## src/hw/rtl/cfc_pkg.sv

```systemverilog
// Package for the CRC frame checker: result item type, status codes,
// byte-wide CRC-16/MODBUS update. No dependencies.
package cfc_pkg;

  localparam logic [15:0] CRC_INIT  = 16'hFFFF;
  localparam logic [15:0] CRC_POLY  = 16'hA001;
  localparam logic [8:0]  COUNT_MAX = 9'd511;
  localparam logic [9:0]  LEN_EXTRA = 10'd3;

  // Frame status codes
  typedef enum logic [1:0] {
    STATUS_OK       = 2'd0,
    STATUS_BAD_LEN  = 2'd1,
    STATUS_BAD_CRC  = 2'd2,
    STATUS_NO_LINK  = 2'd3
  } frame_status_t;

  // One result item
  typedef struct packed {
    logic          is_status;
    logic [7:0]    payload_byte;
    frame_status_t frame_status;
    logic          run_last;
  } result_t;

  // Up to two result items written into the queue per transfer
  typedef struct packed {
    logic    a_en;
    logic    b_en;
    result_t a;
    result_t b;
  } push_t;

  // Reflected CRC-16 update, one byte, bit at a time unrolled
  function automatic logic [15:0] crc_byte(input logic [15:0] crc_in, input logic [7:0] b);
    logic [15:0] c;
    c = crc_in ^ {8'h00, b};
    for (int k = 0; k < 8; k++) begin
      if (c[0]) begin
        c = (c >> 1) ^ CRC_POLY;
      end else begin
        c = c >> 1;
      end
    end
    return c;
  endfunction

endpackage

```

## src/hw/rtl/cfc_if.sv

```systemverilog
// Handshake channels of the CRC frame checker: received bytes, results,
// configuration writes. Depends on cfc_pkg.
interface cfc_rx_if;
  logic       valid;
  logic       ready;
  logic [7:0] rx_byte;
  logic       frame_end;
  modport source (output valid, output rx_byte, output frame_end, input ready);
  modport sink (input valid, input rx_byte, input frame_end, output ready);
endinterface

interface cfc_res_if;
  import cfc_pkg::*;
  logic       valid;
  logic       ready;
  logic       is_status;
  logic [7:0] payload_byte;
  logic [1:0] frame_status;
  logic       run_last;
  modport source (output valid, output is_status, output payload_byte,
                  output frame_status, output run_last, input ready);
  modport sink (input valid, input is_status, input payload_byte,
                input frame_status, input run_last, output ready);
endinterface

interface cfc_cfg_if;
  logic valid;
  logic ready;
  logic link_up;
  modport source (output valid, output link_up, input ready);
  modport sink (input valid, input link_up, output ready);
endinterface

```

## src/hw/rtl/crc_frame_checker_unit.sv

```systemverilog
// Top level of the CRC frame checker: framing state, CRC update and the
// result queue. Depends on cfc_pkg, cfc_if.sv and cfc_result_fifo.
//
// Use:
//   rx  : one frame byte per transfer: a length byte L, L payload bytes,
//         then the CRC-16/MODBUS low byte first; frame_end flags the last.
//   tx  : result items. Payload bytes come out delayed by two bytes, so the
//         CRC bytes never appear. The last byte adds a status item
//         (is_status = 1, run_last = 1): ok, bad length, bad CRC or not
//         connected. Discard the frame's payload unless the status is ok.
//   cfg : writes link_up; always ready. Write only while the block is idle.
// Output: a result is registered into the result queue and reaches tx from there.
// Throughput: one byte per cycle while the result queue has room; the CRC
//   step is a byte-wide unrolled update done within the transfer cycle. The
//   four-entry result queue takes a byte while it holds two or fewer items;
//   a frame end can push two items for one byte, which tx takes in turn.
// Reset: link down, frame state cleared, result queue emptied.
// Stall: when tx is held, the queue fills and rx ready drops; nothing lost.
module crc_frame_checker_unit
  import cfc_pkg::*;
(
  input logic     clk,
  input logic     rst,
  cfc_cfg_if.sink   cfg,
  cfc_rx_if.sink    rx,
  cfc_res_if.source tx
);

  logic        link_up;
  logic [15:0] crc_acc;
  logic [8:0]  byte_count;
  logic [7:0]  declared_length;
  logic [7:0]  hold_bytes [2];
  logic [1:0]  hold_count;

  logic        rx_xfer;
  logic [15:0] crc_next;
  logic [8:0]  count_next;
  logic [7:0]  length_eff;
  logic        emit_payload;
  frame_status_t status_code;
  result_t     pay_item;
  result_t     stat_item;
  push_t       push;
  result_t     head;
  logic [2:0]  level;
  logic        tx_xfer;

  assign cfg.ready = 1'b1;
  assign rx.ready  = (level <= 3'd2);
  assign rx_xfer   = rx.valid & rx.ready;
  assign tx_xfer   = tx.valid & tx.ready;

  // Configuration register
  always_ff @(posedge clk) begin
    if (rst) begin
      link_up <= 1'b0;
    end else if (cfg.valid) begin
      link_up <= cfg.link_up;
    end
  end

  // Per-byte frame logic
  always_comb begin
    crc_next     = crc_byte(crc_acc, rx.rx_byte);
    count_next   = (byte_count < COUNT_MAX) ? byte_count + 9'd1 : byte_count;
    length_eff   = (byte_count == 9'd0) ? rx.rx_byte : declared_length;
    emit_payload = (byte_count != 9'd0) && (hold_count == 2'd2);
    priority if (!link_up) begin
      status_code = STATUS_NO_LINK;
    end else if ({1'b0, count_next} != {2'b00, length_eff} + LEN_EXTRA) begin
      status_code = STATUS_BAD_LEN;
    end else if (crc_next != 16'h0000) begin
      status_code = STATUS_BAD_CRC;
    end else begin
      status_code = STATUS_OK;
    end
    pay_item  = '{is_status: 1'b0, payload_byte: hold_bytes[0],
                  frame_status: STATUS_OK, run_last: 1'b0};
    stat_item = '{is_status: 1'b1, payload_byte: 8'h00,
                  frame_status: status_code, run_last: 1'b1};
    push.a_en = rx_xfer & (emit_payload | rx.frame_end);
    push.b_en = rx_xfer & emit_payload & rx.frame_end;
    push.a    = emit_payload ? pay_item : stat_item;
    push.b    = stat_item;
  end

  // Frame state
  always_ff @(posedge clk) begin
    if (rst) begin
      crc_acc         <= CRC_INIT;
      byte_count      <= '0;
      declared_length <= '0;
      hold_count      <= '0;
    end else if (rx_xfer) begin
      if (rx.frame_end) begin
        crc_acc         <= CRC_INIT;
        byte_count      <= '0;
        declared_length <= '0;
        hold_count      <= '0;
      end else begin
        crc_acc         <= crc_next;
        byte_count      <= count_next;
        declared_length <= length_eff;
        if (byte_count != 9'd0 && hold_count != 2'd2) begin
          hold_count <= hold_count + 2'd1;
        end
      end
    end
  end

  // Two-byte delay line, no reset needed
  always_ff @(posedge clk) begin
    if (rx_xfer && byte_count != 9'd0) begin
      if (hold_count == 2'd2) begin
        hold_bytes[0] <= hold_bytes[1];
        hold_bytes[1] <= rx.rx_byte;
      end else begin
        hold_bytes[hold_count[0]] <= rx.rx_byte;
      end
    end
  end

  cfc_result_fifo u_fifo (
    .clk   (clk),
    .rst   (rst),
    .push  (push),
    .pop   (tx_xfer),
    .head  (head),
    .level (level)
  );

  // Result channel
  assign tx.valid        = (level != 3'd0);
  assign tx.is_status    = head.is_status;
  assign tx.payload_byte = head.payload_byte;
  assign tx.frame_status = head.frame_status;
  assign tx.run_last     = head.run_last;

endmodule

```

## src/hw/rtl/cfc_result_fifo.sv

```systemverilog
// Four-entry result queue taking up to two items per cycle, one out.
// Depends on cfc_pkg.
module cfc_result_fifo
  import cfc_pkg::*;
(
  input  logic    clk,
  input  logic    rst,
  input  push_t   push,
  input  logic    pop,
  output result_t head,
  output logic [2:0] level
);

  result_t    mem [4];
  logic [1:0] wr_ptr;
  logic [1:0] rd_ptr;
  logic [1:0] wr_ptr_b;
  logic [2:0] n_push;
  logic [2:0] level_next;

  assign wr_ptr_b   = wr_ptr + 2'd1;
  assign n_push     = {2'b00, push.a_en} + {2'b00, push.b_en};
  assign level_next = level + n_push - {2'b00, pop};
  assign head       = mem[rd_ptr];

  // Storage, no reset needed
  always_ff @(posedge clk) begin
    if (push.a_en) begin
      mem[wr_ptr] <= push.a;
    end
    if (push.b_en) begin
      mem[wr_ptr_b] <= push.b;
    end
  end

  // Pointers and fill level
  always_ff @(posedge clk) begin
    if (rst) begin
      wr_ptr <= '0;
      rd_ptr <= '0;
      level  <= '0;
    end else begin
      wr_ptr <= wr_ptr + n_push[1:0];
      rd_ptr <= rd_ptr + {1'b0, pop};
      level  <= level_next;
    end
  end

endmodule

```

## src/flat_wrapper.sv

```systemverilog
// flat-port wrapper written by rule: the top's interface ports become plain ports
module crc_frame_checker_unit_flat import cfc_pkg::*;
  (clk, rst, cfg_valid, cfg_link_up, cfg_ready, rx_valid, rx_rx_byte, rx_frame_end, rx_ready, tx_valid, tx_is_status, tx_payload_byte, tx_frame_status, tx_run_last, tx_ready);
  cfc_cfg_if cfg_i ();
  cfc_rx_if rx_i ();
  cfc_res_if tx_i ();
  input logic clk;
  input logic rst;
  input wire logic [$bits(cfg_i.valid)-1:0] cfg_valid;
  input wire logic [$bits(cfg_i.link_up)-1:0] cfg_link_up;
  output wire logic [$bits(cfg_i.ready)-1:0] cfg_ready;
  input wire logic [$bits(rx_i.valid)-1:0] rx_valid;
  input wire logic [$bits(rx_i.rx_byte)-1:0] rx_rx_byte;
  input wire logic [$bits(rx_i.frame_end)-1:0] rx_frame_end;
  output wire logic [$bits(rx_i.ready)-1:0] rx_ready;
  output wire logic [$bits(tx_i.valid)-1:0] tx_valid;
  output wire logic [$bits(tx_i.is_status)-1:0] tx_is_status;
  output wire logic [$bits(tx_i.payload_byte)-1:0] tx_payload_byte;
  output wire logic [$bits(tx_i.frame_status)-1:0] tx_frame_status;
  output wire logic [$bits(tx_i.run_last)-1:0] tx_run_last;
  input wire logic [$bits(tx_i.ready)-1:0] tx_ready;
  assign cfg_i.valid = cfg_valid;
  assign cfg_i.link_up = cfg_link_up;
  assign cfg_ready = cfg_i.ready;
  assign rx_i.valid = rx_valid;
  assign rx_i.rx_byte = rx_rx_byte;
  assign rx_i.frame_end = rx_frame_end;
  assign rx_ready = rx_i.ready;
  assign tx_valid = tx_i.valid;
  assign tx_is_status = tx_i.is_status;
  assign tx_payload_byte = tx_i.payload_byte;
  assign tx_frame_status = tx_i.frame_status;
  assign tx_run_last = tx_i.run_last;
  assign tx_i.ready = tx_ready;
  crc_frame_checker_unit u_core (.clk(clk), .rst(rst), .cfg(cfg_i), .rx(rx_i), .tx(tx_i));
endmodule
```

## config.mk

```make
export PLATFORM = sky130hd
export DESIGN_NAME = crc_frame_checker_unit_flat
export DESIGN_NICKNAME = d
export VERILOG_FILES = /design/src/hw/rtl/cfc_pkg.sv /design/src/hw/rtl/cfc_if.sv /design/src/hw/rtl/crc_frame_checker_unit.sv /design/src/hw/rtl/cfc_result_fifo.sv /design/src/flat_wrapper.sv
export SDC_FILE = /design/constraint.sdc
export NUM_CORES = 1
export LEC_CHECK = 0
export ABC_AREA = 1
export BUFFER_PORTS_ARGS = -buffer_cell sky130_fd_sc_hd__clkbuf_2
export CAP_MARGIN = 40
export CORE_MARGIN = 3
export CORE_UTILIZATION = 55
export CTS_CLUSTER_DIAMETER = 150
export DETAILED_ROUTE_END_ITERATION = 7
export PLACE_DENSITY_LB_ADDON = 0.3
export SYNTH_ARGS = -nofsm -noshare
export SYNTH_HDL_FRONTEND = slang
export SYNTH_SLANG_ARGS = --single-unit
```

## constraint.sdc

```tcl
create_clock -name clk -period 9.25 [get_ports clk]
set_input_delay 2.775 -clock clk [delete_from_list [all_inputs] [get_ports clk]]
set_output_delay 2.775 -clock clk [all_outputs]
set_load 0.02 [all_outputs]
```

==> metrics.yaml <==
synth:
  ys_seq_area_frac: 0.425
  synthCells: 749
  ys_ff_latch: 103
  synth.avg_cell_area_um2: 7.23
  ys_types: 32
  async_flop_share: 0
  yosysWarnings: 0
  synth_area_leaders: "dfxtp_1 (29%), nand2_1 (15%), edfxtp_1 (13%)"
  synth-main-ff-cell: "dfxtp_1"
  synth_edf_count: 24
  syn-num-nets: 776
  synth_area_leader_cell: "dfxtp_1"
  synthesis.area_mm2: 0.00542
  synth_top_area_frac: 0.292
floorplan:
  row_count: 35
  die_y_um: 105
  io_pins: 30
  coreArea_mm2: 0.00942
  dieArea_mm2: 0.0111
  die_w_um: 105
  initial_utilization: 0.575
route:
  drt-total-wl_mm: 12.7
  vias: 4834
  drt_iter0_drc: 378
  wl_per_cell_um: 14.1
  drc: 0
  ant_nets: 0
  first_pass_iters: 5
  viasPerCell: 5.37
critical_path:
  cp-start-kind: "input port"
  critical-path-max-stage-delay_ps: 330
  cp.required_ps: 9370
  cp.arrival_ps: 5400
  critPathKind: "in -> reg"
  critPathBufInv: 4
  cp_cell_sequence: "clkbuf_2 > xor2_1 > xor2_1 > inv_1 > nand2_1 > nand4_1 > nand2_1 > xor2_1 > inv_1 > ha_1 > xor2_1 > inv_1 > nand3_1 > nor2_1 > nand3_1 > nor2_1 > nand3_1 > nand3_2 > a21oi_1"
  cp_max_fo: 4
  crit_slowest_cell: "ha_1"
  cp_common_cell: "xor2_1"
  critPathTopFamily: "simple AND/OR/NAND/NOR gates"
  critPathCaptureType: "flop"
timing:
  tightest_slew_ps: 785
  hold_viol_final: 0
  drv_slew: 0
  finClkSkew_ps: 15.8
  post-route-period-util: 0.571
  setup_viol: 0
  slew_headroom: 0.475
  max_freq_mhz: 189
  whs_ps: 459
  fin_tns_setup_ps: 0
  rsz0062_at_grt: "no"
  min_period_ps: 5280
global_routing:
  grt_pass1_vias: 4551
  grtUsageTotal: 0.233
  grt-ovfl-total: 0
  grt_start_max_net_pins: 43
  grt_pass1_wl_mm: 21.1
  antenna_found_initial: 0
final_layout:
  final_common_cell: "nand2_1"
  fin_area_mm2: 0.00581
  nFillCells: 849
  insertedDiodeCount: 0
  final_cell_mix: "nand2_1 (211), inv_1 (81), dfxtp_1 (79)"
  multiInputGateArea_mm2: 0.00264
  final_nets: 793
  final_cells: 900
  drive_gt1_frac: 0.113
  area_growth_syn_to_layout_pct: 7.27
  seq_area_mm2: 0.00230
pwr:
  pwr-share-seq: 0.418
  p_sw_frac: 0.394
  p_switching_mw: 0.538
  power_mw: 1.37
  p_comb_frac: 0.378
  p_int_mw: 0.829
  clock_power_share: 0.204
  power_density_mw_per_mm2: 235
  ir_drop_uv: 126
  power_leakage_nw: 2.60
clock_tree:
  cts_tree: "done"
  clock-sinks: 103
  post_cts_buffers: 0
  clk_latency_ps: 370
  htree_num_levels: 3
  cts_inserted_buffers: 9
  cts.clk_slew.worst_paths_ps: 90
  clk_path_buf_depth: 2
  root_buffer: "clkbuf_8"
  post_cts_resized: 0
  cts_hold_buf: 0
worst_hold_path:
  hold_class: "reg -> reg"
job:
  maxCapViolCount: 0
placed_design:
  placed_area_mm2: 0.00562
  placedCellCount: 884
  place.gp.congestion: 0.882
  io_buffers: 28
  place_hpwl_mm: 9.16
run_status:
  status: "complete, no violations"
## logic make-up (layout without fill, tap and decap cells)
group,count (synthesis),in the layout,share of synthesized area
simple gates,356,356,0.286
compound gates,132,132,0.127
buf+inv,118,140,0.0878
flops,103,103,0.425
xor+xnor,27,27,0.0436
fa+ha+maj,12,12,0.0291
other cells,1,1,0.000692
## per-stage QoR
stage | util | setup slack (ps)
6_report | 0.617 | 3970
5_1_grt | 0.617 | 3710
4_1_cts | 0.617 | 3990
3_5_place_dp | 0.597 | 3600
3_3_place_gp | 0.596 | 3800
2_1_floorplan | - | 4180
## tightest hold or removal path, delay by kind of cell (launching register included)
| kind | cells | cell delay [ps] |
|---|---|---|
| flops | 1 | 320 |
| simple gates | 2 | 110 |
## registers in the layout (all words and copies together) (netlist names)
register / flops
u_core.byte_count: 9
u_core.crc_acc: 16
u_core.declared_length: 8
u_core.hold_bytes: 16
u_core.hold_count: 2
u_core.link_up: 1
u_core.u_fifo.level: 3
u_core.u_fifo.mem: 44
u_core.u_fifo.rd_ptr: 2
u_core.u_fifo.wr_ptr: 2
## cells in the mapped netlist (all sizes together), types with 2 or more instances
library cell  count
ha               11
xnor2            16
edfxtp           24
nor2             77
nor3              2
nand2           229
inv              89
o22ai            10
buf               7
clkbuf           18
dfxtp            79
a21oi            61
o21ai            54
clkinv            4
nand3            45
o211ai            6
xor2             11
## metal layers
| metal | track usage | vias to the layer above | wire length (um) |
|---|---|---|---|
| met5 | 0 | - | 0 |
| met4 | 0.0740 | 0 | 221 |
| met3 | 0.0361 | 26 | 761 |
| met2 | 0.401 | 183 | 6270 |
| met1 | 0.300 | 2204 | 5430 |
| li1 | - | 2421 | - |
## power groups by stage
| stage | sequential, mW | clock [mW] | combinational (mW) |
|---|---|---|---|
| 6_report | 0.571 | 0.279 | 0.517 |
| 4_1_cts | 0.571 | 0.285 | 0.516 |
| 3_3_place_gp | 0.579 | 0 | 0.493 |
| 5_1_grt | 0.578 | 0.303 | 0.581 |
| 3_5_place_dp | 0.581 | 0 | 0.513 |
| 2_1_floorplan | 0.568 | 0 | 0.397 |
## worst paths after layout
| kind | to | slack, ps | depth (start not counted) | from |
|---|---|---|---|---|
| setup / recovery | u_core.u_fifo.mem[3][2] | 3970 | 19 | rx_rx_byte[2] |
| hold / removal | u_core.u_fifo.mem[2][0] | 460 | 2 | u_core.u_fifo.mem[2][0] |
| setup reg to reg | u_core.u_fifo.level[2] | 5570 | 19 | u_core.byte_count[0] |
| hold reg to reg | u_core.u_fifo.mem[2][0] | 460 | 2 | u_core.u_fifo.mem[2][0] |
## cell type report
| cell class | instances | share of cell area |
|---|---|---|
| inverters | 93 | 0.0601 |
| multi-input cells | 528 | 0.454 |
| flip-flops and latches | 103 | 0.396 |
| clock buffers | 13 | 0.0293 |
| repair buffers | 31 | 0.0286 |
| well taps | 129 | 0.0278 |
| clock inverters | 3 | 0.00388 |
Note: power is estimated with default switching activity, not from simulation.
